$ cat src/rtl/abpm_pkg.sv
// Package for the audio block peak and power moments block.
// Holds field widths, the period limits and the shared multiplier widths.
// No dependencies.
package abpm_pkg;

	localparam int SAMPLE_BITS = 16;  // low bits of the sample field in use
	localparam int SAMPLE_W    = 16;
	localparam int POS_W       = 15;
	localparam int CFG_W       = 4;
	localparam int ABS_ACC_W   = 31;
	localparam int SQR_ACC_W   = 46;
	localparam int CUBE_ACC_W  = 45;
	localparam int QUAD_ACC_W  = 44;
	localparam int MAG_W       = 16;  // |x| up to 2^15
	localparam int MUL_W       = 31;  // x^2 up to 2^30
	localparam int PROD_W      = 2 * MUL_W;
	localparam int CUBE_SHIFT  = 16;
	localparam int QUAD_SHIFT  = 32;

	localparam logic [CFG_W-1:0] PERIOD_LOG2_MIN   = 4'd3;
	localparam logic [CFG_W-1:0] PERIOD_LOG2_RESET = 4'd14;

endpackage

$ cat src/rtl/abpm_in_if.sv
// Sample channel: valid/ready handshake with sample and restart payload.
// Depends on abpm_pkg.
interface abpm_in_if;
	import abpm_pkg::*;

	logic                       valid;
	logic                       ready;
	logic signed [SAMPLE_W-1:0] sample;
	logic                       restart;

	modport source (output valid, output sample, output restart, input ready);
	modport sink   (input valid, input sample, input restart, output ready);

endinterface

$ cat src/rtl/abpm_out_if.sv
// Result channel: valid/ready handshake with the per-block statistics.
// Depends on abpm_pkg.
interface abpm_out_if;
	import abpm_pkg::*;

	logic                         valid;
	logic                         ready;
	logic [POS_W-1:0]             peak_high;
	logic signed [SAMPLE_W-1:0]   peak_low;
	logic [POS_W-1:0]             peak_high_offset;
	logic [POS_W-1:0]             peak_low_offset;
	logic [ABS_ACC_W-1:0]         sum_abs;
	logic [SQR_ACC_W-1:0]         sum_square;
	logic [CUBE_ACC_W-1:0]        sum_cube_scaled;
	logic [QUAD_ACC_W-1:0]        sum_fourth_scaled;

	modport source (output valid, output peak_high, output peak_low,
		output peak_high_offset, output peak_low_offset, output sum_abs,
		output sum_square, output sum_cube_scaled, output sum_fourth_scaled,
		input ready);
	modport sink (input valid, input peak_high, input peak_low,
		input peak_high_offset, input peak_low_offset, input sum_abs,
		input sum_square, input sum_cube_scaled, input sum_fourth_scaled,
		output ready);

endinterface

$ cat src/rtl/audio_block_peak_and_moments.sv
// Top level of the audio block peak detector and power moments block.
// Depends on abpm_pkg, abpm_in_if and abpm_out_if.
//
//   channel   dir  handshake        payload
//   samples   in   valid / ready    sample[15:0] signed, restart
//   results   out  valid / ready    peaks, peak offsets, four moment sums
//   cfg       in   cfg_we           cfg_wdata[3:0] = period_log2
//
// A warm-up or restart item (first half period after reset or restart) is handled in the idle state alone.
// A counted item steps through accept, then x^2, x^3 and x^4 in turn on the one
// shared 31x31 multiplier, then the last accumulate.
// The block end item loads the output register in its last cycle; if the
// previous result still sits there unread, hold in a wait state until it goes.
// arst_n clears control state, statistics and the period register (14).
module audio_block_peak_and_moments (
	input  logic                        clk,
	input  logic                        arst_n,
	input  logic                        cfg_we,
	input  logic [abpm_pkg::CFG_W-1:0]  cfg_wdata,
	abpm_in_if.sink                     samples,
	abpm_out_if.source                  results
);
	import abpm_pkg::*;

	// sequencer codes
	localparam logic [2:0] S_IDLE = 3'd0;
	localparam logic [2:0] S_MUL0 = 3'd1;  // |x| * |x|
	localparam logic [2:0] S_MUL1 = 3'd2;  // x^2 * |x|, add x^2
	localparam logic [2:0] S_MUL2 = 3'd3;  // x^2 * x^2, add cube
	localparam logic [2:0] S_MUL3 = 3'd4;  // add fourth, maybe emit
	localparam logic [2:0] S_WAIT = 3'd5;  // block done, output busy

	logic [2:0]                 state_q;
	logic [CFG_W-1:0]           period_log2_q;
	logic                       warm_q;
	logic [POS_W-1:0]           pos_q;
	logic [POS_W-1:0]           max_q;
	logic signed [SAMPLE_W-1:0] min_q;
	logic [POS_W-1:0]           max_pos_q;
	logic [POS_W-1:0]           min_pos_q;
	logic [ABS_ACC_W-1:0]       acc_abs_q;
	logic [SQR_ACC_W-1:0]       acc_sqr_q;
	logic [CUBE_ACC_W-1:0]      acc_cube_q;
	logic [QUAD_ACC_W-1:0]      acc_quad_q;
	logic                       blk_end_q;
	logic [MAG_W-1:0]           mag_q;
	logic [MUL_W-1:0]           sqr_q;
	logic [PROD_W-1:0]          prod_q;
	logic                       res_valid_q;

	logic [CFG_W-1:0]           lg;
	logic [POS_W:0]             period;
	logic [POS_W:0]             half;
	logic [POS_W:0]             pos_inc;
	logic signed [SAMPLE_W-1:0] s_in;
	logic [MAG_W-1:0]           mag_in;
	logic                       accept;
	logic                       out_free;
	logic                       load_out;
	logic                       clear_blk;
	logic [MUL_W-1:0]           op_a;
	logic [MUL_W-1:0]           op_b;
	logic [PROD_W-1:0]          prod;
	logic [QUAD_ACC_W-1:0]      quad_sum;

	// effective period: values below the minimum act as the minimum
	assign lg     = (period_log2_q < PERIOD_LOG2_MIN) ? PERIOD_LOG2_MIN : period_log2_q;
	assign period = (POS_W+1)'(1) << lg;
	assign half   = (POS_W+1)'(1) << (lg - CFG_W'(1));

	// restart wipes the stream at the accept edge, so count from zero then
	assign pos_inc = samples.restart ? (POS_W+1)'(1) : ({1'b0, pos_q} + (POS_W+1)'(1));

	// keep only the low SAMPLE_BITS bits, sign-extended
	assign s_in   = SAMPLE_W'(signed'(samples.sample[SAMPLE_BITS-1:0]));
	assign mag_in = s_in[SAMPLE_W-1] ? MAG_W'(-s_in) : MAG_W'(s_in);

	assign samples.ready = (state_q == S_IDLE);
	assign accept        = samples.valid && samples.ready;

	assign out_free = !res_valid_q || results.ready;
	assign load_out = ((state_q == S_MUL3) && blk_end_q && out_free) ||
		((state_q == S_WAIT) && out_free);
	assign clear_blk = load_out;

	// shared multiplier operand select
	always_comb begin
		op_a = '0;
		op_b = '0;
		unique case (state_q)
			S_MUL0: begin
				op_a = MUL_W'(mag_q);
				op_b = MUL_W'(mag_q);
			end
			S_MUL1: begin
				op_a = prod_q[MUL_W-1:0];
				op_b = MUL_W'(mag_q);
			end
			S_MUL2: begin
				op_a = sqr_q;
				op_b = sqr_q;
			end
			default: begin
				op_a = '0;
				op_b = '0;
			end
		endcase
	end

	assign prod     = op_a * op_b;
	assign quad_sum = acc_quad_q + QUAD_ACC_W'(prod_q >> QUAD_SHIFT);

	// config register
	always_ff @(posedge clk or negedge arst_n) begin
		if (!arst_n) begin
			period_log2_q <= PERIOD_LOG2_RESET;
		end else if (cfg_we) begin
			period_log2_q <= cfg_wdata;
		end
	end

	// sequencer, stream position and block statistics
	always_ff @(posedge clk or negedge arst_n) begin
		if (!arst_n) begin
			state_q    <= S_IDLE;
			warm_q     <= 1'b0;
			pos_q      <= '0;
			max_q      <= '0;
			min_q      <= '0;
			max_pos_q  <= '0;
			min_pos_q  <= '0;
			acc_abs_q  <= '0;
			acc_sqr_q  <= '0;
			acc_cube_q <= '0;
			acc_quad_q <= '0;
			blk_end_q  <= 1'b0;
		end else begin
			unique case (state_q)
				S_IDLE: begin
					if (accept) begin
						if (!samples.restart && warm_q) begin
							// counted item: peaks and |x| sum now, powers later
							if (s_in > signed'({1'b0, max_q})) begin
								max_q     <= s_in[POS_W-1:0];
								max_pos_q <= pos_q;
							end else if (s_in < min_q) begin
								min_q     <= s_in;
								min_pos_q <= pos_q;
							end
							acc_abs_q <= acc_abs_q + ABS_ACC_W'(mag_in);
							blk_end_q <= (pos_inc >= period);
							pos_q     <= (pos_inc >= period) ? '0 : pos_inc[POS_W-1:0];
							state_q   <= S_MUL0;
						end else if (!samples.restart) begin
							// warm-up item, not used
							warm_q <= (pos_inc >= half);
							pos_q  <= (pos_inc >= half) ? '0 : pos_inc[POS_W-1:0];
						end else begin
							// restart: drop all progress; this item is the first warm-up item
							max_q      <= '0;
							min_q      <= '0;
							max_pos_q  <= '0;
							min_pos_q  <= '0;
							acc_abs_q  <= '0;
							acc_sqr_q  <= '0;
							acc_cube_q <= '0;
							acc_quad_q <= '0;
							warm_q     <= (pos_inc >= half);
							pos_q      <= (pos_inc >= half) ? '0 : pos_inc[POS_W-1:0];
						end
					end
				end
				S_MUL0: begin
					state_q <= S_MUL1;
				end
				S_MUL1: begin
					acc_sqr_q <= acc_sqr_q + SQR_ACC_W'(prod_q);
					state_q   <= S_MUL2;
				end
				S_MUL2: begin
					acc_cube_q <= acc_cube_q + CUBE_ACC_W'(prod_q >> CUBE_SHIFT);
					state_q    <= S_MUL3;
				end
				S_MUL3: begin
					if (!blk_end_q) begin
						acc_quad_q <= quad_sum;
						state_q    <= S_IDLE;
					end else if (out_free) begin
						state_q <= S_IDLE;
					end else begin
						acc_quad_q <= quad_sum;
						state_q    <= S_WAIT;
					end
				end
				S_WAIT: begin
					if (out_free) begin
						state_q <= S_IDLE;
					end
				end
				default: begin
					state_q <= S_IDLE;
				end
			endcase

			// block done and handed to the output register: start a fresh block
			if (clear_blk) begin
				max_q      <= '0;
				min_q      <= '0;
				max_pos_q  <= '0;
				min_pos_q  <= '0;
				acc_abs_q  <= '0;
				acc_sqr_q  <= '0;
				acc_cube_q <= '0;
				acc_quad_q <= '0;
			end
		end
	end

	// datapath registers around the shared multiplier
	always_ff @(posedge clk) begin
		if (accept) begin
			mag_q <= mag_in;
		end
		if (state_q == S_MUL1) begin
			sqr_q <= prod_q[MUL_W-1:0];
		end
		if (state_q == S_MUL0 || state_q == S_MUL1 || state_q == S_MUL2) begin
			prod_q <= prod;
		end
	end

	// output register: holds one result while the next items are worked on
	always_ff @(posedge clk or negedge arst_n) begin
		if (!arst_n) begin
			res_valid_q <= 1'b0;
		end else if (load_out) begin
			res_valid_q <= 1'b1;
		end else if (results.ready) begin
			res_valid_q <= 1'b0;
		end
	end

	always_ff @(posedge clk) begin
		if (load_out) begin
			results.peak_high         <= max_q;
			results.peak_low          <= min_q;
			results.peak_high_offset  <= max_pos_q;
			results.peak_low_offset   <= min_pos_q;
			results.sum_abs           <= acc_abs_q;
			results.sum_square        <= acc_sqr_q;
			results.sum_cube_scaled   <= acc_cube_q;
			results.sum_fourth_scaled <= (state_q == S_MUL3) ? quad_sum : acc_quad_q;
		end
	end

	assign results.valid = res_valid_q;

`ifndef SYNTHESIS
	// never overwrite an unread result
	a_load_free: assert property (@(posedge clk) disable iff (!arst_n)
		load_out |-> (!res_valid_q || results.ready))
		else $error("result register loaded while occupied");

	// magnitude stays within the multiplier operand range
	a_mag_range: assert property (@(posedge clk) disable iff (!arst_n)
		(state_q == S_MUL0) |-> (mag_q <= MAG_W'(1 << (SAMPLE_W - 1))))
		else $error("sample magnitude out of range");

	// the first multiply step is always followed directly by the second
	a_mul_seq: assert property (@(posedge clk) disable iff (!arst_n)
		(state_q == S_MUL0) |=> (state_q == S_MUL1))
		else $error("multiply sequence broken");

	// a result only appears after the last multiply step of a block end item
	a_res_src: assert property (@(posedge clk) disable iff (!arst_n)
		$rose(res_valid_q) |-> ($past(state_q) == S_MUL3 || $past(state_q) == S_WAIT))
		else $error("result raised outside block end");
`endif

endmodule

$ cat src/flat_wrapper.sv
// flat-port wrapper written by rule: the top's interface ports become plain ports
module audio_block_peak_and_moments_flat import abpm_pkg::*;
  (clk, arst_n, cfg_we, cfg_wdata, samples_valid, samples_sample, samples_restart, samples_ready, results_valid, results_peak_high, results_peak_low, results_peak_high_offset, results_peak_low_offset, results_sum_abs, results_sum_square, results_sum_cube_scaled, results_sum_fourth_scaled, results_ready);
  abpm_in_if samples_i ();
  abpm_out_if results_i ();
  input  logic clk;
  input  logic arst_n;
  input  logic cfg_we;
  input  logic [abpm_pkg::CFG_W-1:0] cfg_wdata;
  input wire logic [$bits(samples_i.valid)-1:0] samples_valid;
  input wire logic [$bits(samples_i.sample)-1:0] samples_sample;
  input wire logic [$bits(samples_i.restart)-1:0] samples_restart;
  output wire logic [$bits(samples_i.ready)-1:0] samples_ready;
  output wire logic [$bits(results_i.valid)-1:0] results_valid;
  output wire logic [$bits(results_i.peak_high)-1:0] results_peak_high;
  output wire logic [$bits(results_i.peak_low)-1:0] results_peak_low;
  output wire logic [$bits(results_i.peak_high_offset)-1:0] results_peak_high_offset;
  output wire logic [$bits(results_i.peak_low_offset)-1:0] results_peak_low_offset;
  output wire logic [$bits(results_i.sum_abs)-1:0] results_sum_abs;
  output wire logic [$bits(results_i.sum_square)-1:0] results_sum_square;
  output wire logic [$bits(results_i.sum_cube_scaled)-1:0] results_sum_cube_scaled;
  output wire logic [$bits(results_i.sum_fourth_scaled)-1:0] results_sum_fourth_scaled;
  input wire logic [$bits(results_i.ready)-1:0] results_ready;
  assign samples_i.valid = samples_valid;
  assign samples_i.sample = samples_sample;
  assign samples_i.restart = samples_restart;
  assign samples_ready = samples_i.ready;
  assign results_valid = results_i.valid;
  assign results_peak_high = results_i.peak_high;
  assign results_peak_low = results_i.peak_low;
  assign results_peak_high_offset = results_i.peak_high_offset;
  assign results_peak_low_offset = results_i.peak_low_offset;
  assign results_sum_abs = results_i.sum_abs;
  assign results_sum_square = results_i.sum_square;
  assign results_sum_cube_scaled = results_i.sum_cube_scaled;
  assign results_sum_fourth_scaled = results_i.sum_fourth_scaled;
  assign results_i.ready = results_ready;
  audio_block_peak_and_moments u_core (.clk(clk), .arst_n(arst_n), .cfg_we(cfg_we), .cfg_wdata(cfg_wdata), .samples(samples_i), .results(results_i));
endmodule
$ cat config.mk
export PLATFORM = sky130hd
export DESIGN_NAME = audio_block_peak_and_moments_flat
export DESIGN_NICKNAME = d
export VERILOG_FILES = /design/src/rtl/abpm_pkg.sv /design/src/rtl/abpm_in_if.sv /design/src/rtl/abpm_out_if.sv /design/src/rtl/audio_block_peak_and_moments.sv /design/src/flat_wrapper.sv
export SDC_FILE = /design/constraint.sdc
export NUM_CORES = 2
export LEC_CHECK = 0
export ABC_AREA = 1
export BUFFER_PORTS_ARGS = -buffer_cell sky130_fd_sc_hd__buf_2
export CAP_MARGIN = 5
export CORE_MARGIN = 3
export CORE_UTILIZATION = 55
export DETAILED_ROUTE_END_ITERATION = 8
export HOLD_SLACK_MARGIN = 0.08
export PLACE_DENSITY = 0.72
export SYNTH_ARGS = -nofsm -noshare
export SYNTH_HDL_FRONTEND = slang
export SYNTH_SLANG_ARGS = --single-unit
$ cat constraint.sdc
create_clock -name clk -period 22.7 [get_ports clk]
set_clock_uncertainty 0.1 [all_clocks]
set_input_delay 2.27 -clock clk [delete_from_list [all_inputs] [get_ports clk]]
set_output_delay 2.27 -clock clk [all_outputs]
set_load 0.1 [all_outputs]
# Word level (Yosys, flattened, before mapping)
# Cells that the tools add are included.
word_totals:
  regBits: 588
  inputBits: 26
  elab_cells: 149
classes:
  addsub: 7
  n_mul: 1
  order_cmp: 5
  eq_ne: 15
  shifts: 2
  muxes: 63
  bitwise: 1
  n_reduce_logical: 30
ops:
  columns: ["op", "n"]
  rows:
  - ["44-bit two-way mux", 7]
  - ["15-bit two-way mux", 20]
  - ["46-bit two-way mux", 4]
  - ["45-bit two-way mux", 4]
  - ["31-bit two-way mux", 5]
  - ["16-bit two-way mux", 9]
  - ["31-bit one-hot mux with 3 select lines", 1]
  - ["46-bit one-hot mux with 2 select lines", 1]
  - ["45-bit one-hot mux with 2 select lines", 1]
  - ["44-bit one-hot mux with 2 select lines", 1]
  - ["31-bit by 31-bit multiplier with 62-bit output", 1]
  - ["31-bit one-hot mux with 2 select lines", 1]
  - ["46-bit adder", 1]
  - ["45-bit adder", 1]
  - ["44-bit by 30-bit adder with 44-bit output", 1]
  - ["16-bit >= comparator", 2]
  - ["1-bit by 4-bit << shifter with 16-bit output, first input constant", 2]
  - ["31-bit by 16-bit adder with 31-bit output", 1]
  - ["3-bit one-hot mux with 6 select lines", 1]
  - ["15-bit by 1-bit adder with 16-bit output, second input constant", 1]
  - ["16-bit greater-than comparator", 1]
  - ["16-bit less-than comparator", 1]
  - ["16-bit negator", 1]
  - ["3-bit two-way mux", 5]
  - ["other kinds (24)", 51]

# Logic depth before layout (Yosys ltp)
logic_depth:
  word_depth: 7
  depth_mapped: 39

# Worst setup path before layout
# Ideal clock, no wire load.
synth_path:
  path_type: "reg-to-reg"
  from: "register u_core.state_q[2]"
  to: "register u_core.prod_q[55] (data pin)"
  arrival_ns: 7.075
  slack_ns: 15.272
  stages_incl_launch_ff: 36
  n_path_buf: 3
  path_cell_list: "dfrtp_1 -> buf_2 -> nor2_2 -> nand2_1 -> inv_2 -> buf_2 -> nand2_1 -> nand2_1 -> a21oi_2 -> inv_1 -> buf_2 -> nand2_1 -> inv_1 -> fa_1 -> fa_1 -> fa_1 -> inv_1 -> fa_1 -> inv_1 -> fa_1 -> inv_1 -> fa_1 -> inv_1 -> fa_1 -> fa_1 -> ha_1 -> nand2_1 -> nor2_1 -> inv_1 -> nor2_1 -> and3_1 -> nand2_1 -> nand3_1 -> nand3b_1 -> nand4_1 -> nand2_1"
synth_between:
  elab_chain_len: 4
  elab_cells_between_ends: 7
synth_rtl:
  columns: ["element", "line", "rtl"]
  rows:
  - ["start, declared", "audio_block_peak_and_moments.sv:33", "logic [2:0] state_q;"]
  - ["start signal, assigned", "audio_block_peak_and_moments.sv:125", "state_q <= S_IDLE;"]
  - ["start signal, assigned", "audio_block_peak_and_moments.sv:153", "state_q <= S_MUL0;"]
  - ["start signal, assigned", "audio_block_peak_and_moments.sv:174", "state_q <= S_MUL1;"]
  - ["3-bit by 1-bit == test with 1-bit output / 3-bit by 2-bit == test with 1-bit output (equally long branches)", "audio_block_peak_and_moments.sv:90", "unique case (state_q)"]
  - ["2-bit OR reduction (no line)", null, null]
  - ["31-bit one-hot mux with 2 select lines", "audio_block_peak_and_moments.sv:90", null]
  - ["31-bit by 31-bit multiplier with 62-bit output (*)", "audio_block_peak_and_moments.sv:110", "assign prod = op_a * op_b;"]
  - ["net u_core.prod[55]", "audio_block_peak_and_moments.sv:63", "logic [PROD_W-1:0] prod;"]
  - ["end signal, assigned", "audio_block_peak_and_moments.sv:228", "prod_q <= prod;"]
  - ["end, declared", "audio_block_peak_and_moments.sv:48", "logic [PROD_W-1:0] prod_q;"]
# Mark *: on every way through the listed nets, which the timed path passes. The rest lies on a longest branch.
# A chain may end at the register's enable or synchronous reset.

# Worst setup path after layout
layout_path:
  from: "register u_core.state_q[2]"
  to: "register u_core.prod_q[42] (data pin)"
# The elaborated chain is that of the path after synthesis.

==> results.md <==
- Overflow after GRT: 0
- Relative slew slack: 12.6%
- RR Endpoint: u_core.prod_q[42]
- Asr flop ratio synth: 42.9%
- Data required, critical path: 23.01 ns
- Detailed Routing Iterations Pass 1: 8
- Area delta synth->final: 7.65%
- Worst-path fanout max: 46
- Hold-fix buffers, CTS: 0
- Std-Cell Core Area: 119000 sq um
- Total Wirelength: 212 mm
- RR Startpoint: u_core.state_q[2]
- Critical Path End Type: flip-flop
- Starting DRT DRC Count: 4978
- CP dominant cell by count: fa_1
- Layout Nets: 9750
- Peak Freq: 93.8 MHz
- Setup violators final: 0
- Die Height: 353 um
- Worst-case clock buffer depth: 3
- R2r setup slk: 12.04 ns
- Critical Path AT: 10.97 ns
- Die ar.: 124000 sq um
- Clk sinks: 588
- Reg2reg path depth: 29
- DR vias/cell: 5.52
- CTS Buf Count: 66
- Drt drc: 0
- Largest cells by area after synthesis: fa_1, edfxtp_1, nand2_1, inv_1, dfrtp_1
- Routed wire per std cell: 21.0 um
- Reg clk slew, reported paths: 0.06 ns
- Hold-critical path depth: 0
- Outcome: completed
- Synth Flop Type: edfxtp_1
- CTS tree: yes
- GRT Total Usage: 34.3%
- Setup TNS: 0 ns
- Number of global-route vias before repair: 55932
- Num ports: 255
- H-tree Lvls: 3
- Top cell type's share of synthesized area: 25.5%
- Die width: 353 um
- Skew-Pair Late Insertion Delay: 0.63 ns
- Hold/Removal Path Class: reg2reg
- Syn Area/Cell: 7.99 sq um
- Warnings, synthesis: 0
- Critical path class: reg2reg
- RSZ-0062 raised after global routing: no
- Design area: 71100 sq um
- Critical path's slowest cell: inv_1
- Clock Root Buffer: clkbuf_16
- Non-Filler Instances: 10090
- Commonest non-fill, non-tap cell in the layout: nand2_1
- Yosys reg bits: 588
- Area post-placement: 68900 sq um
- Post-synth top area cell: fa_1
- Number of enable flip-flop cells after synthesis: 336
- Cells after DPL: 9959
- Biggest cell delay along the critical path: 0.71 ns
- Hpwl dp: 171 mm
- Maxcap violations: 0
- Fin. max-slew vios: 0
- Most frequent cells in the layout: nand2_1, inv_1, fa_1
- # Post-CTS Setup Buffers: 0
- Count of cell types in the netlist: 55
- Worst Slack Setup Final: 12.04 ns
- Pre-CTS setup slack: 12.20 ns
- GP Congestion: 1.02
- Pin count of the biggest net entering global routing: 179
- Worst slew pin tran: 1.31 ns
- Min-Delay Endpoint: u_core.results.peak_high_offset[8]
- Cell area after synthesis: 66100 sq um
- Hold Fails Final Rpt: 0
- CP startpoint kind: flip-flop
- ANT nets after route: 0
- Initial antenna violation count: 11
- Initial Util: 55.7%
- Core Rows: 126
- Sequential fraction of the synthesis area: 24.8%
- Clock period minus worst slack: 10.66 ns
- Cts repair resizes: 0
- Final worst path period share: 46.9%
- Worst Hold Launch: u_core.max_pos_q[8]
- Layout cells sized above 1: 6.59%
- Port bufs: 254
- Via count: 55670
- Global-route wire length before repair: 328 mm
- Mapped Cells: 8264
==> per-layer routing <==
| metal | wire [um] | track usage, % | share of wire, % |
|---|---|---|---|
| met4 | 10900 | 14.6 | 5.1 |
| met5 | 47 | 0 | 0.022 |
| met3 | 20500 | 7.72 | 9.7 |
| met1 | 85000 | 45.4 | 40 |
| met2 | 95600 | 54.5 | 45 |
==> how the worst max path moves through the flow <==
stage	startpoint	to	slack [ns]	depth (start not counted)
2_1_floorplan	u_core.state_q[2]	u_core.prod_q[55]	15.27	35
3_3_place_gp	u_core.state_q[2]	u_core.prod_q[42]	12.26	29
3_5_place_dp	u_core.state_q[2]	u_core.prod_q[42]	12.20	29
4_1_cts	u_core.state_q[2]	u_core.prod_q[42]	12.19	29
5_1_grt	u_core.state_q[2]	u_core.prod_q[42]	11.70	29
6_report	u_core.state_q[2]	u_core.prod_q[42]	12.04	29
==> through the flow <==
stage	util [%]	hold WS, ns
2_1_floorplan	-	0.325
3_3_place_gp	58.1	0.333
3_5_place_dp	58.1	0.331
4_1_cts	60.0	0.343
5_1_grt	60.0	0.358
6_report	60.0	0.343
==> logic make-up (layout without fill, tap and decap cells) <==
kind of cell,after synthesis,after routing,synth area share [%]
AO/OA/AOI/OAI,776,776,6.61
XOR/XNOR,70,70,0.928
other,2,13,0.0114
adder cells (fa/ha/maj),1297,1297,34.1
buffers and inverters,2024,2239,11.9
flip-flops,588,588,24.8
multiplexers,1,1,0.0170
AND/OR/NAND/NOR,3506,3506,21.6
==> critical path: cells and delay by family (launching register included) <==
| kind | cells | cell delay, ns |
|---|---|---|
| buffers and inverters | 7 | 2.33 |
| flip-flops | 1 | 0.60 |
| XOR/XNOR | 1 | 0.32 |
| adder cells (fa/ha/maj) | 9 | 4.30 |
| AO/OA/AOI/OAI | 3 | 0.89 |
| AND/OR/NAND/NOR | 9 | 1.77 |
==> registers in the layout (all words and copies together), names as in the netlist, 16 cells and up <==
signal / count
u_core.acc_abs_q: 31
u_core.acc_cube_q: 45
u_core.acc_quad_q: 44
u_core.acc_sqr_q: 46
u_core.mag_q: 16
u_core.min_q: 16
u_core.prod_q: 62
u_core.results.peak_low: 16
u_core.results.sum_abs: 31
u_core.results.sum_cube_scaled: 45
u_core.results.sum_fourth_scaled: 44
u_core.results.sum_square: 46
u_core.sqr_q: 31
==> final cells by class <==
| type | count | area [sq um] |
|---|---|---|
| antenna | 10 | 25.0 |
| clock buffer | 78 | 1740 |
| clock inverter | 43 | 487 |
| fill | 10894 | 47400 |
| inverter | 1790 | 6720 |
| multi-input combinational | 5653 | 41900 |
| sequential | 588 | 16400 |
| tap | 1600 | 2000 |
| timing repair buffer | 328 | 1850 |
==> cells in the mapped netlist (all sizes together) (3+ instances only) <==
cell type and number:
a21oi 331, o21bai 33, inv 1786, nand3 368, o31ai 6, buf 166
dfrtp 249, a21boi 6, nor2 680, a32o 7, ha 456, o211ai 3
nor3 53, nand3b 31, fa 841, and3 5, and2 12, clkbuf 68
o21ai 328, xor2 52, o21a 6, nand2 2222, a22o 4, edfxtp 336
nor4 12, a31oi 11, dfstp 3, o22ai 20, clkinv 4, xnor2 18
nand4 93, a21o 19, or2 27
Power is not shown: default switching activity piles up to over one toggle a cycle in this logic, so the estimate is an artifact.
